`src/rtl/tls_client_hello_sni_extractor_top_defines.svh`:
```
// Assertion macros used by the top-level RTL file.
`ifndef TLS_CLIENT_HELLO_SNI_EXTRACTOR_TOP_DEFINES_SVH
`define TLS_CLIENT_HELLO_SNI_EXTRACTOR_TOP_DEFINES_SVH

// Checks that an implication holds at every clock edge outside reset.
`define TCH_ASSERT_IMP(label, clk, rstn, ante, cons) \
    label: assert property (@(posedge clk) disable iff (!rstn) (ante) |-> (cons)) \
        else $error("assertion failed");

// Checks that an implication holds in the cycle after the antecedent, outside reset.
`define TCH_ASSERT_NEXT(label, clk, rstn, ante, cons) \
    label: assert property (@(posedge clk) disable iff (!rstn) (ante) |=> (cons)) \
        else $error("assertion failed");

`endif

```
`src/rtl/tch_pkg.sv`:
```
`timescale 1ns / 1ps
package tch_pkg;

    // Buffer size and widths.
    localparam int unsigned BufferBytes = 16384;
    localparam int unsigned PosW = $clog2(BufferBytes) + 1;

    // Result status codes.
    localparam logic [1:0] ST_FOUND = 2'd0;
    localparam logic [1:0] ST_NOT   = 2'd1;
    localparam logic [1:0] ST_SHORT = 2'd2;

    // Protocol constants.
    localparam logic [7:0] REC_HANDSHAKE = 8'h16;
    localparam logic [7:0] MIN_MAJOR     = 8'h03;
    localparam logic [7:0] MSG_HELLO     = 8'h01;
    localparam logic [7:0] MAX_SID       = 8'd32;
    localparam logic [16:0] LAST_RANDOM  = 17'd42;

endpackage

```
`src/rtl/tls_client_hello_sni_extractor_top.sv`:
```
`timescale 1ns / 1ps
// TLS ClientHello server-name extractor.
// Input channel s_*: one buffer byte per item (s_data_byte) with s_first_byte
// marking the start of a buffer and s_last_byte the last byte available now.
// Result channel m_*: at most one result per buffer, with m_status (found,
// not a hello, too short), and for found the host name offset and length.
// Each input item is parsed by the phase logic in the cycle it is accepted;
// a result appears in the output register on the next cycle.
// Throughput is one byte per cycle: s_ready is high whenever the output
// register is empty or being taken in the same cycle, so a stalled receiver
// holds off the input for as long as a result waits in the output register.
// In practice a second result needs a new buffer, so s_ready drops only when
// the result register is full and m_ready is low.
// Reset (aresetn low, synchronous) acts as the start of a buffer and empties
// the result register. Bytes past the buffer size are ignored except that
// a last byte still reports too short.
module tls_client_hello_sni_extractor_top (
    input  logic        aclk,
    input  logic        aresetn,
    input  logic        s_valid,
    output logic        s_ready,
    input  logic [7:0]  s_data_byte,
    input  logic        s_first_byte,
    input  logic        s_last_byte,
    output logic        m_valid,
    input  logic        m_ready,
    output logic [1:0]  m_status,
    output logic [13:0] m_name_offset,
    output logic [15:0] m_name_length
);
    import tch_pkg::*;
`include "tls_client_hello_sni_extractor_top_defines.svh"

    typedef enum logic [4:0] {
        PH_TYPE, PH_MAJOR, PH_MINOR, PH_RLEN_HI, PH_RLEN_LO, PH_MSG,
        PH_HLEN0, PH_HLEN1, PH_HLEN2, PH_CVER_MAJ, PH_CVER_MIN, PH_RANDOM,
        PH_SID_LEN, PH_SID, PH_CIPH_HI, PH_CIPH_LO, PH_CIPH, PH_COMP_LEN,
        PH_COMP, PH_EXTS_HI, PH_EXTS_LO, PH_EXT_TYPE_HI, PH_EXT_TYPE_LO,
        PH_EXT_LEN_HI, PH_EXT_LEN_LO, PH_SRV_HI, PH_SRV_LO, PH_NTYPE,
        PH_NLEN_HI, PH_NLEN_LO, PH_EXT_SKIP, PH_WAIT
    } phase_t;

    phase_t       phase_reg, phase_next;
    logic [16:0]  pos_reg, pos_next;
    logic [24:0]  hend_reg, hend_next;
    logic [23:0]  rem_reg, rem_next;
    logic [23:0]  acc_reg, acc_next;
    logic [1:0]   pend_reg, pend_next;
    logic [13:0]  foff_reg, foff_next;
    logic [15:0]  flen_reg, flen_next;
    logic         given_reg, given_next;
    logic         out_valid_reg;
    logic [1:0]   out_status_reg;
    logic [13:0]  out_off_reg;
    logic [15:0]  out_len_reg;

    logic         take;
    logic         emit;
    logic [1:0]   emit_code;

    assign s_ready       = !out_valid_reg || m_ready;
    assign take          = s_valid && s_ready;
    assign m_valid       = out_valid_reg;
    assign m_status      = out_status_reg;
    assign m_name_offset = out_off_reg;
    assign m_name_length = out_len_reg;

    // Per-byte parse step: phase update and verdict.
    always_comb begin
        logic [16:0] p;
        logic signed [26:0] r;
        logic [23:0] v;
        logic [23:0] lx;
        logic [23:0] rem_dec;
        logic        early;
        logic [1:0]  early_code;
        logic        restart;

        restart    = s_first_byte;
        phase_next = restart ? PH_TYPE : phase_reg;
        pos_next   = restart ? '0 : pos_reg;
        hend_next  = restart ? '0 : hend_reg;
        rem_next   = restart ? '0 : rem_reg;
        acc_next   = restart ? '0 : acc_reg;
        pend_next  = restart ? ST_NOT : pend_reg;
        foff_next  = restart ? '0 : foff_reg;
        flen_next  = restart ? '0 : flen_reg;
        given_next = restart ? 1'b0 : given_reg;
        emit       = 1'b0;
        emit_code  = ST_NOT;
        early      = 1'b0;
        early_code = ST_NOT;
        p          = pos_next;
        r          = $signed({2'b00, hend_next}) - $signed({10'd0, p}) - 27'sd1;
        rem_dec    = (rem_next != '0) ? rem_next - 24'd1 : rem_next;
        v          = '0;
        lx         = '0;

        if (!given_next && p < 17'(BufferBytes)) begin
            pos_next = p + 17'd1;
            unique case (phase_next)
                PH_TYPE: begin
                    if (s_data_byte != REC_HANDSHAKE) early = 1'b1;
                    else phase_next = PH_MAJOR;
                end
                PH_MAJOR: begin
                    if (s_data_byte < MIN_MAJOR) early = 1'b1;
                    else phase_next = PH_MINOR;
                end
                PH_MINOR: phase_next = PH_RLEN_HI;
                PH_RLEN_HI: begin
                    acc_next = {16'd0, s_data_byte};
                    phase_next = PH_RLEN_LO;
                end
                PH_RLEN_LO: begin
                    v = {8'd0, acc_next[7:0], s_data_byte};
                    if (v < 24'd49) early = 1'b1;
                    else phase_next = PH_MSG;
                end
                PH_MSG: begin
                    if (s_data_byte != MSG_HELLO) early = 1'b1;
                    else phase_next = PH_HLEN0;
                end
                PH_HLEN0: begin
                    acc_next = {16'd0, s_data_byte};
                    phase_next = PH_HLEN1;
                end
                PH_HLEN1: begin
                    acc_next = {acc_next[15:0], s_data_byte};
                    phase_next = PH_HLEN2;
                end
                PH_HLEN2: begin
                    v = {acc_next[15:0], s_data_byte};
                    if (v < 24'd45) early = 1'b1;
                    else begin
                        hend_next = {1'b0, v} + 25'd9;
                        phase_next = PH_CVER_MAJ;
                    end
                end
                PH_CVER_MAJ: begin
                    acc_next = (s_data_byte < MIN_MAJOR) ? 24'd1 : 24'd0;
                    phase_next = PH_CVER_MIN;
                end
                PH_CVER_MIN: begin
                    if (acc_next != '0 || s_data_byte < 8'd1) begin
                        pend_next = ST_NOT; phase_next = PH_WAIT;
                    end else phase_next = PH_RANDOM;
                end
                PH_RANDOM: begin
                    if (p >= LAST_RANDOM) phase_next = PH_SID_LEN;
                end
                PH_SID_LEN: begin
                    if (s_data_byte > MAX_SID || $signed({19'd0, s_data_byte}) > r) begin
                        pend_next = ST_NOT; phase_next = PH_WAIT;
                    end else if (s_data_byte == 8'd0) begin
                        if (r < 27'sd4) begin
                            pend_next = ST_NOT; phase_next = PH_WAIT;
                        end else phase_next = PH_CIPH_HI;
                    end else begin
                        rem_next = {16'd0, s_data_byte};
                        phase_next = PH_SID;
                    end
                end
                PH_SID: begin
                    rem_next = rem_dec;
                    if (rem_dec == '0) begin
                        if (r < 27'sd4) begin
                            pend_next = ST_NOT; phase_next = PH_WAIT;
                        end else phase_next = PH_CIPH_HI;
                    end
                end
                PH_CIPH_HI: begin
                    acc_next = {16'd0, s_data_byte};
                    phase_next = PH_CIPH_LO;
                end
                PH_CIPH_LO: begin
                    v = {8'd0, acc_next[7:0], s_data_byte};
                    if (v < 24'd2 || $signed({3'd0, v}) > r + 27'sd2 ||
                        r - $signed({3'd0, v}) < 27'sd2) begin
                        pend_next = ST_NOT; phase_next = PH_WAIT;
                    end else begin
                        rem_next = v; phase_next = PH_CIPH;
                    end
                end
                PH_CIPH: begin
                    rem_next = rem_dec;
                    if (rem_dec == '0) phase_next = PH_COMP_LEN;
                end
                PH_COMP_LEN: begin
                    if (s_data_byte < 8'd1 || $signed({19'd0, s_data_byte}) > r + 27'sd1 ||
                        r - $signed({19'd0, s_data_byte}) < 27'sd2) begin
                        pend_next = ST_NOT; phase_next = PH_WAIT;
                    end else begin
                        rem_next = {16'd0, s_data_byte}; phase_next = PH_COMP;
                    end
                end
                PH_COMP: begin
                    rem_next = rem_dec;
                    if (rem_dec == '0) phase_next = PH_EXTS_HI;
                end
                PH_EXTS_HI: begin
                    acc_next = {16'd0, s_data_byte};
                    phase_next = PH_EXTS_LO;
                end
                PH_EXTS_LO: begin
                    v = {8'd0, acc_next[7:0], s_data_byte};
                    if ($signed({3'd0, v}) > r) begin
                        pend_next = ST_NOT; phase_next = PH_WAIT;
                    end else begin
                        rem_next = v;
                        if (v < 24'd4) begin
                            pend_next = ST_NOT; phase_next = PH_WAIT;
                        end else phase_next = PH_EXT_TYPE_HI;
                    end
                end
                PH_EXT_TYPE_HI: begin
                    rem_next = rem_dec;
                    acc_next = {16'd0, s_data_byte};
                    phase_next = PH_EXT_TYPE_LO;
                end
                PH_EXT_TYPE_LO: begin
                    rem_next = rem_dec;
                    acc_next = ({acc_next[7:0], s_data_byte} == 16'd0) ? 24'h010000 : 24'd0;
                    phase_next = PH_EXT_LEN_HI;
                end
                PH_EXT_LEN_HI: begin
                    rem_next = rem_dec;
                    acc_next = {7'd0, acc_next[16], s_data_byte, 8'd0};
                    phase_next = PH_EXT_LEN_LO;
                end
                PH_EXT_LEN_LO: begin
                    rem_next = rem_dec;
                    lx = {8'd0, acc_next[15:8], s_data_byte};
                    if (lx > rem_dec) begin
                        pend_next = ST_NOT; phase_next = PH_WAIT;
                    end else if (acc_next[16]) begin
                        if (lx < 24'd2) begin
                            pend_next = ST_NOT; phase_next = PH_WAIT;
                        end else begin
                            acc_next = {lx[15:0], 8'd0}; phase_next = PH_SRV_HI;
                        end
                    end else if (lx == '0) begin
                        if (rem_dec < 24'd4) begin
                            pend_next = ST_NOT; phase_next = PH_WAIT;
                        end else phase_next = PH_EXT_TYPE_HI;
                    end else begin
                        acc_next = lx; phase_next = PH_EXT_SKIP;
                    end
                end
                PH_SRV_HI: begin
                    rem_next = rem_dec;
                    acc_next = {acc_next[23:8], s_data_byte};
                    phase_next = PH_SRV_LO;
                end
                PH_SRV_LO: begin
                    rem_next = rem_dec;
                    v  = {8'd0, acc_next[7:0], s_data_byte};
                    lx = {8'd0, acc_next[23:8]};
                    if (v < 24'd4 || v + 24'd2 > lx) begin
                        pend_next = ST_NOT; phase_next = PH_WAIT;
                    end else begin
                        acc_next = lx - 24'd3; phase_next = PH_NTYPE;
                    end
                end
                PH_NTYPE: begin
                    rem_next = rem_dec;
                    phase_next = (s_data_byte != 8'd0) ? PH_EXT_SKIP : PH_NLEN_HI;
                end
                PH_NLEN_HI: begin
                    rem_next = rem_dec;
                    acc_next = {16'd0, s_data_byte};
                    phase_next = PH_NLEN_LO;
                end
                PH_NLEN_LO: begin
                    flen_next = {acc_next[7:0], s_data_byte};
                    foff_next = 14'(p + 17'd1);
                    pend_next = ST_FOUND; phase_next = PH_WAIT;
                end
                PH_EXT_SKIP: begin
                    rem_next = rem_dec;
                    if (acc_next != '0) acc_next = acc_next - 24'd1;
                    if (acc_next == '0) begin
                        if (rem_dec < 24'd4) begin
                            pend_next = ST_NOT; phase_next = PH_WAIT;
                        end else phase_next = PH_EXT_TYPE_HI;
                    end
                end
                PH_WAIT: ;
                default: ;
            endcase

            // Header violations report at once; otherwise the end of the body decides.
            if (early) begin
                emit = 1'b1; emit_code = early_code;
            end else if (phase_next >= PH_CVER_MAJ &&
                         {8'd0, p} + 25'd1 == hend_next) begin
                emit = 1'b1;
                emit_code = (phase_next == PH_WAIT) ? pend_next : ST_NOT;
            end
        end
        if (!given_next && !emit && s_last_byte) begin
            emit = 1'b1; emit_code = ST_SHORT;
        end
        if (emit) given_next = 1'b1;
    end

    // Parser state and result register.
    always_ff @(posedge aclk) begin
        if (!aresetn) begin
            phase_reg     <= PH_TYPE;
            pos_reg       <= '0;
            hend_reg      <= '0;
            rem_reg       <= '0;
            acc_reg       <= '0;
            pend_reg      <= ST_NOT;
            foff_reg      <= '0;
            flen_reg      <= '0;
            given_reg     <= 1'b0;
            out_valid_reg <= 1'b0;
        end else begin
            if (take) begin
                phase_reg <= phase_next;
                pos_reg   <= pos_next;
                hend_reg  <= hend_next;
                rem_reg   <= rem_next;
                acc_reg   <= acc_next;
                pend_reg  <= pend_next;
                foff_reg  <= foff_next;
                flen_reg  <= flen_next;
                given_reg <= given_next;
            end
            if (take && emit) out_valid_reg <= 1'b1;
            else if (m_ready) out_valid_reg <= 1'b0;
        end
    end

    // Result payload.
    always_ff @(posedge aclk) begin
        if (take && emit) begin
            out_status_reg <= emit_code;
            out_off_reg    <= (emit_code == ST_FOUND) ? foff_next : '0;
            out_len_reg    <= (emit_code == ST_FOUND) ? flen_next : '0;
        end
    end

    `TCH_ASSERT_NEXT(a_emit_sets_given, aclk, aresetn, take && emit, given_reg)
    `TCH_ASSERT_IMP(a_given_no_emit, aclk, aresetn, given_reg && !s_first_byte, !emit)
    `TCH_ASSERT_IMP(a_found_in_wait, aclk, aresetn,
        take && emit && emit_code == ST_FOUND, phase_next == PH_WAIT)
    `TCH_ASSERT_IMP(a_pos_bounded, aclk, aresetn, 1'b1, pos_reg <= 17'(BufferBytes))

endmodule

```
`config.mk`:
```
export PLATFORM = sky130hd
export DESIGN_NAME = tls_client_hello_sni_extractor_top
export DESIGN_NICKNAME = d
export VERILOG_FILES = /design/src/rtl/tch_pkg.sv /design/src/rtl/tls_client_hello_sni_extractor_top.sv
export VERILOG_INCLUDE_DIRS = /design/src /design/src/rtl
export SDC_FILE = /design/constraint.sdc
export NUM_CORES = 1
export LEC_CHECK = 0
export BUFFER_PORTS_ARGS = -buffer_cell sky130_fd_sc_hd__buf_2
export CORE_MARGIN = 1
export CORE_UTILIZATION = 50
export CTS_BUF_LIST = sky130_fd_sc_hd__clkbuf_8
export DETAILED_ROUTE_END_ITERATION = 7
export PLACE_DENSITY = 0.64
export SETUP_SLACK_MARGIN = 0.4
export SLEW_MARGIN = 10
export SYNTH_ARGS = -nofsm -noshare
export SYNTH_HDL_FRONTEND = slang
export SYNTH_SLANG_ARGS = --single-unit
```
`constraint.sdc`:
```
create_clock -name aclk -period 20.5 [get_ports aclk]
set_clock_uncertainty 0.1 [all_clocks]
set_input_delay 1.025 -clock aclk [delete_from_list [all_inputs] [get_ports aclk]]
set_output_delay 1.025 -clock aclk [all_outputs]
set_load 0.02 [all_outputs]
```
==> key figures <==
Logic synthesis
  – Ys async rst share: 0
  – Synth Cell Area: 0.02003 sq mm
  – Mux cell area share after synthesis: 0.01205
  – Synth Area in Simple Gates: 0.3093
  – YS warnings: 0
  – Syn Nets: 2971
  – Syn Area/Cell: 6.997 sq um
  – Seq/Total Area, Yosys: 0.1769
  – Synth Area in Adders: 0.05908
  – FF+latch count, synth: 161
  – Compound-Gate Fraction of Synth Area: 0.3145
  – Synthesized instance count: 2863
  – Ys flop type: dfxtp_1
  – Netlist cell types: 120
  – Main combinational cell family by area after synthesis: compound AO/OA/AOI/OAI gates
  – EDFF count, synth: 32
  – Post-synthesis xor/xnor area fraction: 0.07414

Timing
  – Final setup viols: 0
  – Final worst path period share: 0.4822
  – Tmin final: 9.885 ns
  – Pins over their slew limit: 6
  – Setup TNS: 0 ns
  – FMAX: 101.2 MHz
  – RSZ-0062 raised after global routing: no
  – Worst slew margin: -0.03226
  – Final hold vios: 0
  – Tightest Pin Transition: 1.537 ns

Finish
  – Largest register FFs: 25
  – Layout cell share with drive strength beyond 1: 0.08179
  – NumNets Final: 2895
  – Register area: 0.003543 sq mm
  – Post-route insts no fill: about 3300
  – Filler cells: 3870
  – Syn-to-layout area delta: 4.047%
  – Area of the multi-input gates: roughly 0.015 sq mm
  – Core Util, Final: 0.5331
  – Fin area: between 0.02 and 0.025 sq mm

Placement
  – I/O Buffers: 47
  – GP Congestion: 1.032
  – Cells after DPL: 3286
  – Post-Place Cell Area: 0.02050 sq mm
  – Dpl hpwl: 67750 microns

Detailed routing
  – Initial DRC Count: about 3700
  – Vias: 23890
  – Vias per inst: 7.199
  – DR DRC count: 0
  – Routed WL per cell: 27.08 microns
  – Router iterations before antenna repair: 6
  – Final ANT Viol Nets: 0
  – Final Routed Wirelength: between 80000 and 90000 microns

Floorplanning
  – Die Area: 0.04087 sq mm
  – Die height: 202.2 microns
  – I/O pin cnt: 48
  – DIE WIDTH: just over 200 microns
  – Core Area: 0.03910 sq mm
  – Num rows: 72
  – Starting Density: 0.5124

Critical path
  – Crit path DAT: 10.15 ns
  – Worst-path fanout max: 86
  – Slowest-stage cell, CP: or4b_4
  – Crit path kind: in2reg
  – Crit-path max cell delay: 0.85 ns
  – R2R cell count: 25
  – Worst EP required: 20.77 ns
  – RR Endpoint: m_name_length[12]
  – Setup crit end kind: register
  – Reg2reg start: pos_reg[0]
  – Crit path launch type: input pin
  – Worst R2R Setup Slack: 12.02 ns

GRT
  – All-layer global routing usage: 0.4265
  – Initial antenna violation count: 1
  – Vias in the first global route: 21330
  – First-pass GRT wire length: 133500 microns
  – Largest net degree at the start of global routing: 87
  – Gr ovfl total: 0

Clock tree
  – Postcts setup bufs: 0
  – CTS tree: done
  – Root Driver: clkbuf_8
  – Later-pin clock latency in the skew report: 0.54 ns
  – Total CTS buffers: 17
  – Worst-path clk slew: 0.10 ns
  – Clk sinks: 161
  – H-tree depth: 4
  – Hold Buf Count CTS: 0
  – Bufs on Longest Clock Path: 2
  – Post-cts sizing count: 0

Min path
  – Hold path start: hend_reg[15]
  – Worst hold stages: 2
  – Hold path endpoint: hend_reg[15]
  – Hold Path Class: reg2reg

Outcome
  – Outcome: finished with violations
  – Failing checks: max-capacitance violations, max-slew violations

Flow run
  – Maxcap violations: 1

Pwr
  – P_leak: around 7.5 nW
  – Power density cells: approximately 64 mW/mm^2
  – Max VDD drop: 0.04995 mV
[cells in the final DEF (no fill, tap or decap), drive strengths merged, types with 84 or more instances in the layout]
master / count
nand2: 240
o21ai: 175
nand3: 107
ha: 93
nor3: 113
a21oi: 237
inv: 90
xnor2: 130
nor2: 360
buf: 84
dfxtp: 129
[per-layer routing]
layer,wire (microns),vias up,GRT usage,share of wire
met1,37070,11320,0.5961,0.41
li1,-,10540,-,-
met3,11990,282,0.1095,0.13
met5,0,-,0,0
met2,36870,1757,0.6152,0.41
met4,3951,0,0.1796,0.044
[cell type report]
type / instances / area share
multi-input combinational: 2433 / 0.7413
sequential: 161 / 0.1700
tap: 518 / 0.03109
timing repair buffer: 84 / 0.02491
inverter: 90 / 0.01621
clock buffer: 17 / 0.01123
clock inverter: 15 / 0.005162
antenna: 1 / 0.0001201
[logic make-up after synthesis]
group | after synthesis
muxes | 23
DFF | 161
adders and majority gates | 94
and+or+nand+nor | 1225
AOI/OAI and AO/OA | 924
buffers and inverters | 269
xor gates and xnor gates | 167
[metrics by stage]
step	setup WS (ns)	power (W)	hold slack, ns
4_1_cts	10.85	0.001311	0.3994
2_1_floorplan	8.917	0.0008813	0.3468
5_1_grt	10.04	0.001406	0.4226
6_report	10.62	0.001343	0.3932
3_3_place_gp	10.56	0.001075	0.3608
3_5_place_dp	10.34	0.001084	0.3746
[report_power, final]
group | total [W] | switching, W | internal [W]
clock network | 0.000231 | 0.000146 | 0.0000845
logic | 0.000765 | 0.000511 | 0.000255
registers | 0.000347 | 0.0000134 | 0.000334
total | 0.00134 | 0.000670 | 0.000673
[worst max-delay path, delay by kind of cell]
family	cells	cell delay (ns)
AND/OR/NAND/NOR	9	3.54
AO/OA/AOI/OAI	10	2.94
buffers and inverters	6	1.61
adder cells (fa/ha/maj)	3	0.89
[worst max path at each step]
stage / startpoint / to / slack, ns / depth (start not counted)
2_1_floorplan: s_first_byte / m_name_length[0] / 8.92 / 43
3_3_place_gp: s_first_byte / m_name_length[13] / 10.56 / 31
3_5_place_dp: s_first_byte / m_name_length[14] / 10.34 / 31
4_1_cts: s_first_byte / m_name_length[12] / 10.85 / 31
5_1_grt: s_first_byte / m_name_length[12] / 10.04 / 31
6_report: s_first_byte / m_name_length[12] / 10.62 / 28
[cells in the mapped netlist, types with 62 or more instances]
| cell | number | share of area |
|---|---|---|
| nand3_1 | 107 | 0.027 |
| xnor2_1 | 127 | 0.056 |
| clkbuf_1 | 131 | 0.025 |
| a21oi_1 | 227 | 0.057 |
| inv_1 | 81 | 0.015 |
| nor3_1 | 112 | 0.028 |
| ha_1 | 93 | 0.058 |
| o21ai_0 | 172 | 0.043 |
| nor2_1 | 337 | 0.063 |
| nor2b_1 | 62 | 0.019 |
| dfxtp_1 | 129 | 0.13 |
| nand2_1 | 239 | 0.045 |
Note: power is estimated with default switching activity, not from simulation.
